[src/rtl/core/kdq_pkg.sv]
// Shared key codes, entry state type and scaling constants for the keypad
// decimal to q8.8 core. No dependencies.
package kdq_pkg;

  localparam logic [7:0] KEY_ENTER = 8'h23;
  localparam logic [7:0] KEY_STAR  = 8'h2A;
  localparam logic [7:0] KEY_ZERO  = 8'h30;
  localparam logic [7:0] KEY_NINE  = 8'h39;

  localparam logic [9:0]  INT_MAX_VALUE   = 10'd1023;
  localparam logic [1:0]  FRAC_DIGITS_MAX = 2'd2;
  localparam int          FRAC_BITS       = 8;
  localparam logic [14:0] CLAMP_RESET     = 15'd512;

  // floor(x / 100) = (x * RECIP_100) >> RECIP_SHIFT for x below 2^15
  localparam logic [12:0] RECIP_100   = 13'd5243;
  localparam int          RECIP_SHIFT = 19;

  typedef struct packed {
    logic [9:0] integer_part;
    logic [6:0] fraction_part;
    logic [1:0] fraction_digits;
    logic       minus_seen;
    logic       point_seen;
    logic       digit_seen;
  } entry_t;

endpackage

[src/rtl/core/kdq_entry.sv]
// Entry state accumulator: decodes one key word and updates sign, point,
// integer and fraction state. Depends on kdq_pkg.
module kdq_entry (
  input  logic           clk,
  input  logic           rst_n,
  input  logic           upd,
  input  logic [7:0]     key_code,
  output kdq_pkg::entry_t ent_o
);
  import kdq_pkg::*;

  entry_t      ent_r;
  entry_t      ent_nxt;
  logic [3:0]  digit;
  logic [13:0] int_acc;
  logic [6:0]  frac_acc;

  assign digit    = 4'(key_code - KEY_ZERO);
  assign int_acc  = 14'(ent_r.integer_part) * 14'd10 + 14'(digit);
  assign frac_acc = 7'(ent_r.fraction_part * 7'd10 + 7'(digit));

  always_comb begin
    ent_nxt = ent_r;
    if (key_code == KEY_STAR) begin
      if (!ent_r.digit_seen && !ent_r.minus_seen) begin
        ent_nxt.minus_seen = 1'b1;
      end else if (ent_r.digit_seen && !ent_r.point_seen) begin
        ent_nxt.point_seen = 1'b1;
      end
    end else if (key_code inside {[KEY_ZERO:KEY_NINE]}) begin
      ent_nxt.digit_seen = 1'b1;
      if (ent_r.point_seen) begin
        if (ent_r.fraction_digits < FRAC_DIGITS_MAX) begin
          ent_nxt.fraction_part   = frac_acc;
          ent_nxt.fraction_digits = ent_r.fraction_digits + 2'd1;
        end
      end else if (int_acc > 14'(INT_MAX_VALUE)) begin
        ent_nxt.integer_part = INT_MAX_VALUE;
      end else begin
        ent_nxt.integer_part = int_acc[9:0];
      end
    end else if (key_code == KEY_ENTER) begin
      ent_nxt = '0;
    end
  end

  always_ff @(posedge clk) begin
    if (!rst_n) begin
      ent_r <= '0;
    end else if (upd) begin
      ent_r <= ent_nxt;
    end
  end

  assign ent_o = ent_r;

endmodule

[src/rtl/core/kdq_scale.sv]
// Converts the entry state to clamped signed q8.8 with a clamp flag.
// Depends on kdq_pkg.
module kdq_scale (
  input  kdq_pkg::entry_t ent_i,
  input  logic [14:0]     clamp_limit,
  output logic [15:0]     value_q88,
  output logic            clamped
);
  import kdq_pkg::*;

  logic [6:0]  frac_hund;
  logic [14:0] frac_shl;
  logic [27:0] frac_prod;
  logic [7:0]  frac_q;
  logic [17:0] mag;
  logic [14:0] mag_lim;

  // one digit: f/10 = 10f/100
  assign frac_hund = (ent_i.fraction_digits == 2'd1) ?
                     7'(ent_i.fraction_part * 7'd10) : ent_i.fraction_part;
  assign frac_shl  = {frac_hund, 8'b0};
  assign frac_prod = 28'(frac_shl) * 28'(RECIP_100);
  assign frac_q    = 8'(frac_prod >> RECIP_SHIFT);
  assign mag       = {ent_i.integer_part, 8'b0} + 18'(frac_q);
  assign clamped   = mag > 18'(clamp_limit);
  assign mag_lim   = clamped ? clamp_limit : mag[14:0];
  assign value_q88 = ent_i.minus_seen ? 16'(16'd0 - 16'(mag_lim)) : 16'(mag_lim);

endmodule

[src/rtl/core/keyed_decimal_to_q8_8_core.sv]
// Keypad decimal entry to q8.8: top level with key register, entry state,
// scaling and result register. Depends on kdq_pkg, kdq_entry, kdq_scale.
// A key word enters the key register, and an enter key's result goes from
// there into the result register, unless a held result word stalls it.
// Throughput: one key word per cycle; only an enter key waiting on a held result word stalls input.
// Reset (rst_n low, synchronous): pipeline empty, entry state cleared,
// clamp_limit back to 512 (2.0).
module keyed_decimal_to_q8_8_core (
  input  logic        clk,
  input  logic        rst_n,
  input  logic        cfg_wr_en,
  input  logic [14:0] cfg_wr_data,
  input  logic        in_valid,
  output logic        in_stall,
  input  logic [7:0]  in_key_code,
  output logic        out_valid,
  input  logic        out_stall,
  output logic signed [15:0] out_value_q88,
  output logic        out_clamped
);
  import kdq_pkg::*;

  logic [14:0] clamp_limit_r;
  logic        key_valid_r;
  logic [7:0]  key_r;
  logic        out_valid_r;
  logic [15:0] value_r;
  logic        clamped_r;

  logic        key_enter;
  logic        key_done;
  logic        res_load;
  logic        key_load;
  entry_t      ent;
  logic [15:0] value_nxt;
  logic        clamped_nxt;

  assign key_enter = key_r == KEY_ENTER;
  assign key_done  = key_valid_r && (!key_enter || !out_valid_r || !out_stall);
  assign res_load  = key_done && key_enter;
  assign in_stall  = key_valid_r && !key_done;
  assign key_load  = in_valid && !in_stall;

  kdq_entry u_entry (
    .clk      (clk),
    .rst_n    (rst_n),
    .upd      (key_done),
    .key_code (key_r),
    .ent_o    (ent)
  );

  kdq_scale u_scale (
    .ent_i       (ent),
    .clamp_limit (clamp_limit_r),
    .value_q88   (value_nxt),
    .clamped     (clamped_nxt)
  );

  always_ff @(posedge clk) begin
    if (!rst_n) begin
      clamp_limit_r <= CLAMP_RESET;
      key_valid_r   <= 1'b0;
      out_valid_r   <= 1'b0;
    end else begin
      if (cfg_wr_en) begin
        clamp_limit_r <= cfg_wr_data;
      end
      if (key_load) begin
        key_valid_r <= 1'b1;
      end else if (key_done) begin
        key_valid_r <= 1'b0;
      end
      if (res_load) begin
        out_valid_r <= 1'b1;
      end else if (!out_stall) begin
        out_valid_r <= 1'b0;
      end
    end
  end

  always_ff @(posedge clk) begin
    if (key_load) begin
      key_r <= in_key_code;
    end
    if (res_load) begin
      value_r   <= value_nxt;
      clamped_r <= clamped_nxt;
    end
  end

  assign out_valid     = out_valid_r;
  assign out_value_q88 = value_r;
  assign out_clamped   = clamped_r;

  a_reset_empty: assert property (@(posedge clk)
    !rst_n |=> !out_valid_r && !key_valid_r)
    else $error("pipeline not empty after reset");

  a_stall_only_on_enter: assert property (@(posedge clk) disable iff (!rst_n)
    in_stall |-> key_valid_r && key_enter && out_valid_r && out_stall)
    else $error("input stalled without a held result");

  a_enter_clears: assert property (@(posedge clk) disable iff (!rst_n)
    res_load |=> ent.integer_part == 10'd0 && ent.fraction_digits == 2'd0 &&
                 !ent.minus_seen && !ent.point_seen && !ent.digit_seen)
    else $error("entry state not cleared after enter");

  a_frac_empty: assert property (@(posedge clk) disable iff (!rst_n)
    ent.fraction_digits == 2'd0 |-> ent.fraction_part == 7'd0)
    else $error("fraction value without fraction digits");

endmodule
[config.mk]
export PLATFORM = sky130hd
export DESIGN_NAME = keyed_decimal_to_q8_8_core
export DESIGN_NICKNAME = d
export VERILOG_FILES = /design/src/rtl/core/kdq_pkg.sv /design/src/rtl/core/kdq_entry.sv /design/src/rtl/core/kdq_scale.sv /design/src/rtl/core/keyed_decimal_to_q8_8_core.sv
export SDC_FILE = /design/constraint.sdc
export NUM_CORES = 1
export LEC_CHECK = 0
export BUFFER_PORTS_ARGS = -buffer_cell sky130_fd_sc_hd__clkbuf_2
export CAP_MARGIN = 30
export CORE_UTILIZATION = 58
export CTS_BUF_LIST = sky130_fd_sc_hd__clkbuf_4 sky130_fd_sc_hd__clkbuf_8
export DETAILED_ROUTE_END_ITERATION = 16
export PLACE_DENSITY = 0.87
export SLEW_MARGIN = 20
export SYNTH_ARGS = -nofsm -noshare
export SYNTH_HDL_FRONTEND = slang
export SYNTH_HIERARCHICAL = 1
export SYNTH_SLANG_ARGS = --single-unit
[constraint.sdc]
create_clock -name clk -period 11.85 [get_ports clk]
set_input_delay 1.185 -clock clk [delete_from_list [all_inputs] [get_ports clk]]
set_output_delay 1.185 -clock clk [all_outputs]
set_load 0.1 [all_outputs]
# After elaboration in Yosys (flattened, before gate mapping)
# Cells that the tools add are included.
totals:
  elab_cells: 83
  reg_bits: 64
  in_bits: 28
  output_inout_bits: 19
op_classes:
  add_sub_neg: 6
  n_lt_le_gt_ge: 5
  reduce_logical: 25
  eq_ne: 11
  muxes: 19
  n_mul: 3
  bitwise_logic: 1
ops:
  columns: ["op", "count"]
  rows:
  - ["$mux 15", 2]
  - ["$mux 22", 1]
  - ["$mux 10", 2]
  - ["$mul 7x13->19 const B", 1]
  - ["$mux 19", 1]
  - ["$add 18x8->18", 1]
  - ["$gt 18x15->1", 1]
  - ["$mux 9", 2]
  - ["$eq 8x6->1 const B", 2]
  - ["$sub 1x15->16 const A", 1]
  - ["$add 14x4->14", 1]
  - ["$gt 14x10->1 const B", 1]
  - ["$mul 10x3->13 const B", 1]
  - ["$ne 2x2->1 const B", 5]
  - ["$reduce_and 5->1", 2]
  - ["$ge 8x6->1 const B", 1]
  - ["$le 8x6->1 const B", 1]
  - ["$logic_not 1->1", 8]
  - ["$mux 1", 8]
  - ["$reduce_and 4->1", 2]
  - ["$add 7x4->7", 1]
  - ["$logic_and 1x1->1", 7]
  - ["$mul 7x3->6 const B", 1]
  - ["$mux 7", 1]
  - ["other kinds (10)", 16]

# Depth between registers and ports, before layout
logic_depth:
  ltp_word: 10
  ltp_mapped: 38
  mapped_depth_nobuf: 34

# Cells and area by module
# Netlist, hierarchy kept.
modules_own_cells:
  columns: ["module", "instances", "area_per_inst_um2", "seq_area_each_um2", "cells_per_inst"]
  rows:
  - ["kdq_scale", 1, 2720.1, 0.0, 336]
  - ["kdq_entry", 1, 1850.5, 440.4, 212]
  - ["keyed_decimal_to_q8_8_core", 1, 1458.9, 1091.0, 90]

# Least setup slack after synthesis
# OpenSTA, ideal clock, no wires.
synth_path:
  kind: "register -> register"
  startpoint: "register u_entry.ent_r, in the netlist u_entry/ent_o[6]"
  endpoint: "register value_r[14], in the netlist out_value_q88[14], data pin"
  t_arrival_ns: 8.377
  setup_slack_ns: 3.211
  setup_time_ns: 0.262
  n_path_buf: 3
  t_required_ns: 11.588
  synth_period_minus_slack_ns: 8.639
  stages_incl_launch_ff: 36
  path_cell_list: "dfxtp_1 -> ha_1 -> ha_1 -> fa_1 -> xnor2_1 -> xnor2_1 -> a21o_1 -> inv_1 -> xnor2_1 -> ha_1 -> inv_1 -> fa_1 -> inv_1 -> fa_1 -> fa_1 -> ha_1 -> and3_1 -> o21ai_0 -> nand2_1 -> o41ai_1 -> xnor2_1 -> ha_1 -> nand4_1 -> o21bai_1 -> a31oi_1 -> nor2_1 -> o31ai_1 -> clkbuf_1 -> clkbuf_1 -> buf_1 -> mux2i_1 -> ha_1 -> inv_1 -> o31ai_4 -> a31oi_1 -> xnor2_1"
synth_via:
  elab_chain_cells: 8
synth_rtl:
  columns: ["element", "line_no", "source"]
  rows:
  - ["from (decl)", "kdq_entry.sv:12", "entry_t ent_r;"]
  - ["from (signal assigned)", "kdq_entry.sv:51", "ent_r <= ent_nxt;"]
  - ["$mul 7x3->6", "kdq_scale.sv:20", "7'(ent_i.fraction_part * 7'd10) : ent_i.fraction_part;"]
  - ["$mux 7 *", "kdq_scale.sv:19", "assign frac_hund = (ent_i.fraction_digits == 2'd1) ?"]
  - ["$mul 7x13->19 *", "kdq_scale.sv:22", "assign frac_prod = 28'(frac_shl) * 28'(RECIP_100);"]
  - ["$add 18x8->18 *", "kdq_scale.sv:24", "assign mag = {ent_i.integer_part, 8'b0} + 18'(frac_q);"]
  - ["$gt 18x15->1", "kdq_scale.sv:25", "assign clamped = mag > 18'(clamp_limit);"]
  - ["$mux 15 *", "kdq_scale.sv:26", "assign mag_lim = clamped ? clamp_limit : mag[14:0];"]
  - ["$sub 1x15->16", "kdq_scale.sv:27", "assign value_q88 = ent_i.minus_seen ? 16'(16'd0 - 16'(mag_lim)) : 16'(mag_lim);"]
  - ["$mux 15 *", "kdq_scale.sv:27", null]
  - ["named net value_nxt[14]", "keyed_decimal_to_q8_8_core.sv:35", "logic [15:0] value_nxt;"]
  - ["to (signal assigned)", "keyed_decimal_to_q8_8_core.sv:86", "value_r <= value_nxt;"]
  - ["to (decl)", "keyed_decimal_to_q8_8_core.sv:27", "logic [15:0] value_r;"]
# Mark *: on every way through the listed nets, which the timed path passes. The rest lies on a longest branch.
# A chain may end at the register's enable or synchronous reset.

# Final worst setup path
layout_path:
  startpoint: "register u_entry.ent_r, in the netlist u_entry/ent_o[6]"
  endpoint: "register value_r[12], in the netlist out_value_q88[12], data pin"
layout_via:
  elab_chain_cells: 8
layout_rtl:
  columns: ["element", "line_no", "source"]
  rows:
  - ["$mul 7x3->6", "kdq_scale.sv:20", null]
  - ["$mux 7 *", "kdq_scale.sv:19", null]
  - ["$mul 7x13->19 *", "kdq_scale.sv:22", null]
  - ["$add 18x8->18 *", "kdq_scale.sv:24", null]
  - ["$gt 18x15->1 *", "kdq_scale.sv:25", null]
  - ["named net clamped_nxt", "keyed_decimal_to_q8_8_core.sv:36", "logic clamped_nxt;"]
  - ["$mux 15 *", "kdq_scale.sv:26", null]
  - ["$sub 1x15->16", "kdq_scale.sv:27", null]
  - ["$mux 15 *", "kdq_scale.sv:27", null]
  - ["named net value_nxt[12]", "keyed_decimal_to_q8_8_core.sv:35", null]
# Marked as above.

==> metrics.cfg <==
[layout]
antenna_cells=0
multi_input_area_um2=4250
layout.nets=823
n_fill_cell=757
layout-drive-gt1-share_pct=13.8
fin_util_pct=67.0
areaGrowthSynthToFinish_pct=10.1
regArea_um2=1530

[min_path]
worstHoldStart=out_valid$_SDFFE_PN0P_
hp-class=reg -> reg
min_path_cells=2
hold_path_end=out_valid$_SDFFE_PN0P_

[power_and_ir_drop]
total_power_uw=493
sequentialPowerShare_pct=48.7
internal_power_uw=370
power_frac_clock_pct=43.7
switching_share_pct=24.9
vdd_drop_max_mv=0.0740
switchingPower_uw=123
powerDensity_nw_per_um2=74.3
p_leak_uw=0.00311
pwr-share-comb_pct=7.6

[logic_synthesis]
synth_area_leaders=ha_1 (19%), dfxtp_1 (13%), edfxtp_1 (12%)
synth-async-reset-ratio_pct=0
ys_ff_latch=64
synth_flop_cell=dfxtp_1
ys_seq_area_share_pct=25.4
syn_nets=778
synth_common_cells=ha_1 (92), inv_1 (57), nand2_1 (43), dfxtp_1 (39), a21oi_1 (35)
yosysUniqueCellTypes=75
syn_avg_cell_area_um2=9.45
synth_top_area_cell=ha_1
synth_top_area_share_pct=19.1
synth.most_common_cell=ha_1
yosys_warnings=6
synth_edf_count=25
synthCells=638
synth_area_um2=6030

[place]
gp_routability_congestion=0.939
place_hpwl_mm=10.7
io_buffers=46
dp_slack_ns=2.87

[floorplan]
top_level_ports=47
start_util_pct=60.8
die_y_um=104
die_w_um=104
design.core.area_um2=9910
die-area_um2=10800
rows=36

[timing]
timing.final.ws_setup_ns=2.69
min_period_ns=9.16
period_share_pct=77.3
hold_violations=0
skew_ns=0.00755
worstMarginPinSlew_ns=0.668
max_freq_mhz=109
finalSetupTns_ns=0
slew_headroom_pct=55.1
finalSetupViolations=0
maxSlewViolCount=0
rsz0062_at_grt=false

[routing]
drc=0
drt_iter0_markers=449
avgViaCountPerCell=6.26
first_pass_iters=5
drtAntennaViolNets=0
wl_per_cell_um=17.1
num_vias=5137
drt_wl_total_mm=14.0

[clock_tree]
cts_tree=done
root_buffer=clkbuf_8
cts_resized=0
clock-sinks=64
cts_hold_buf=0
htreeDepth=3
clk_latency_ns=0.35
post_cts_buffers=0
cts_buffers=9
clockBufferDepth=2
cts.clk_slew.worst_paths_ns=0.08

[critical_path]
r2r_end=out_value_q88[12]$_DFFE_PP_
crit_top_cell=ha_1
worstPathArrival_ns=9.25
worst_ep_required_time_ns=11.95
cp_max_fo=33
crit_slowest_cell=nor4_1
end_kind=flip-flop
crit_type=reg -> reg
rr_worst_depth=32
cp_slowest_stage_delay_ns=0.56
cp-start-kind=flip-flop
reg2reg_from=u_entry/ent_o[6]$_SDFFE_PN0P_
r2r_setup_slack_ns=2.69

[global_routing]
grt_remaining_overflow=0
antenna_found_initial=0
first_global_vias=5175
track_usage_pct=26.4
grt_max_degree=34
grt_pass1_wl_mm=23.3

[outcome]
status=completed

[flow_run]
max-cap-violations=0

-- metrics by stage --
step / hold slack (ns) / instances / area [um^2]
after floorplan: 0.438 / 638 / 6030
after global placement: 0.465 / 804 / 6400
after detailed placement: 0.506 / 805 / 6410
after CTS: 0.518 / 821 / 6640
after global routing: 0.550 / 821 / 6640
final: 0.516 / 821 / 6640
-- routing by layer --
layer | track usage [%] | up-vias | part of all wire (%)
met4 | 9.80 | 0 | 2.6
met5 | 0 | - | 0
met2 | 48.2 | 222 | 51
li1 | - | 2421 | -
met3 | 4.70 | 43 | 5.2
met1 | 30.5 | 2451 | 41
-- sequential cells by signal, summed over array words and instances, names as in the netlist --
signal,cells
out_valid,1
out_clamped,1
key_valid_r,1
u_entry/ent_o,22
key_r,8
out_value_q88,16
clamp_limit_r,15
-- power by group through the flow --
| stage | clock network (uW) | registers (uW) | logic, uW |
|---|---|---|---|
| floorplan | 0 | 243 | 25.6 |
| global placement | 0 | 245 | 34.4 |
| detailed placement | 0 | 245 | 36.7 |
| CTS | 217 | 240 | 37.2 |
| global route | 227 | 241 | 41.5 |
| finish | 215 | 240 | 37.5 |
-- cell families (layout without fill, tap and decap cells) --
family / Yosys count / count (layout) / share of synthesized area [%]
XOR/XNOR: 43 / 43 / 6.25
buffers and inverters: 72 / 122 / 4.57
flip-flops: 64 / 64 / 25.4
AO/OA/AOI/OAI: 130 / 130 / 15.2
adder cells (fa/ha/maj): 112 / 112 / 25.7
multiplexers: 32 / 32 / 5.37
AND/OR/NAND/NOR: 185 / 185 / 17.5
-- cells in the final DEF (no fill, tap or decap), types with 4 or more instances in the layout --
cell type / netlist / layout
mux2i_1: 31 / 31
nand4_1: 10 / 10
a22oi_1: 7 / 7
ha_1: 92 / 92
nor2_1: 26 / 26
fa_1: 20 / 20
a21o_1: 7 / 7
nand3_1: 12 / 12
clkbuf_2: 1 / 46
a211oi_1: 5 / 5
edfxtp_1: 25 / 25
inv_1: 57 / 57
a31oi_1: 14 / 14
a21boi_0: 4 / 4
nand2_1: 43 / 43
o21ai_0: 13 / 13
nor2b_1: 27 / 27
a21oi_1: 35 / 35
nor3_1: 15 / 15
o22ai_1: 4 / 4
xnor2_1: 26 / 26
xor2_1: 17 / 17
nor4_1: 8 / 8
o21a_1: 4 / 4
clkbuf_8: 0 / 9
o31ai_1: 9 / 8
dfxtp_1: 39 / 39
and3_1: 8 / 8
-- how the worst max path moves through the flow --
| stage | cells past startpoint | start | endpoint |
|---|---|---|---|
| floorplan | 35 | u_entry/ent_o[6]$_SDFFE_PN0P_ | out_value_q88[14]$_DFFE_PP_ |
| global placement | 32 | u_entry/ent_o[6]$_SDFFE_PN0P_ | out_value_q88[14]$_DFFE_PP_ |
| detailed placement | 32 | u_entry/ent_o[6]$_SDFFE_PN0P_ | out_value_q88[12]$_DFFE_PP_ |
| CTS | 32 | u_entry/ent_o[6]$_SDFFE_PN0P_ | out_value_q88[12]$_DFFE_PP_ |
| global route | 32 | u_entry/ent_o[6]$_SDFFE_PN0P_ | out_value_q88[14]$_DFFE_PP_ |
| finish | 32 | u_entry/ent_o[6]$_SDFFE_PN0P_ | out_value_q88[12]$_DFFE_PP_ |
-- area by class of cell --
type | instances | share of cell area, %
Inverter | 58 | 3.28
Sequential cell | 64 | 23.1
Clock buffer | 9 | 1.87
Tap cell | 133 | 2.51
Timing Repair Buffer | 48 | 3.75
Clock inverter | 7 | 1.55
Multi-Input combinational cell | 502 | 64.0
-- worst max-delay path: cells and delay by family (launching register included) --
family / cells / cell delay [ns]
flops: 1 / 0.51
buf+inv: 5 / 0.62
xor+xnor: 5 / 0.93
compound gates: 8 / 2.13
fa+ha+maj: 10 / 3.68
simple gates: 4 / 1.05
No activity file was read; power rests on OpenSTA's default activity.
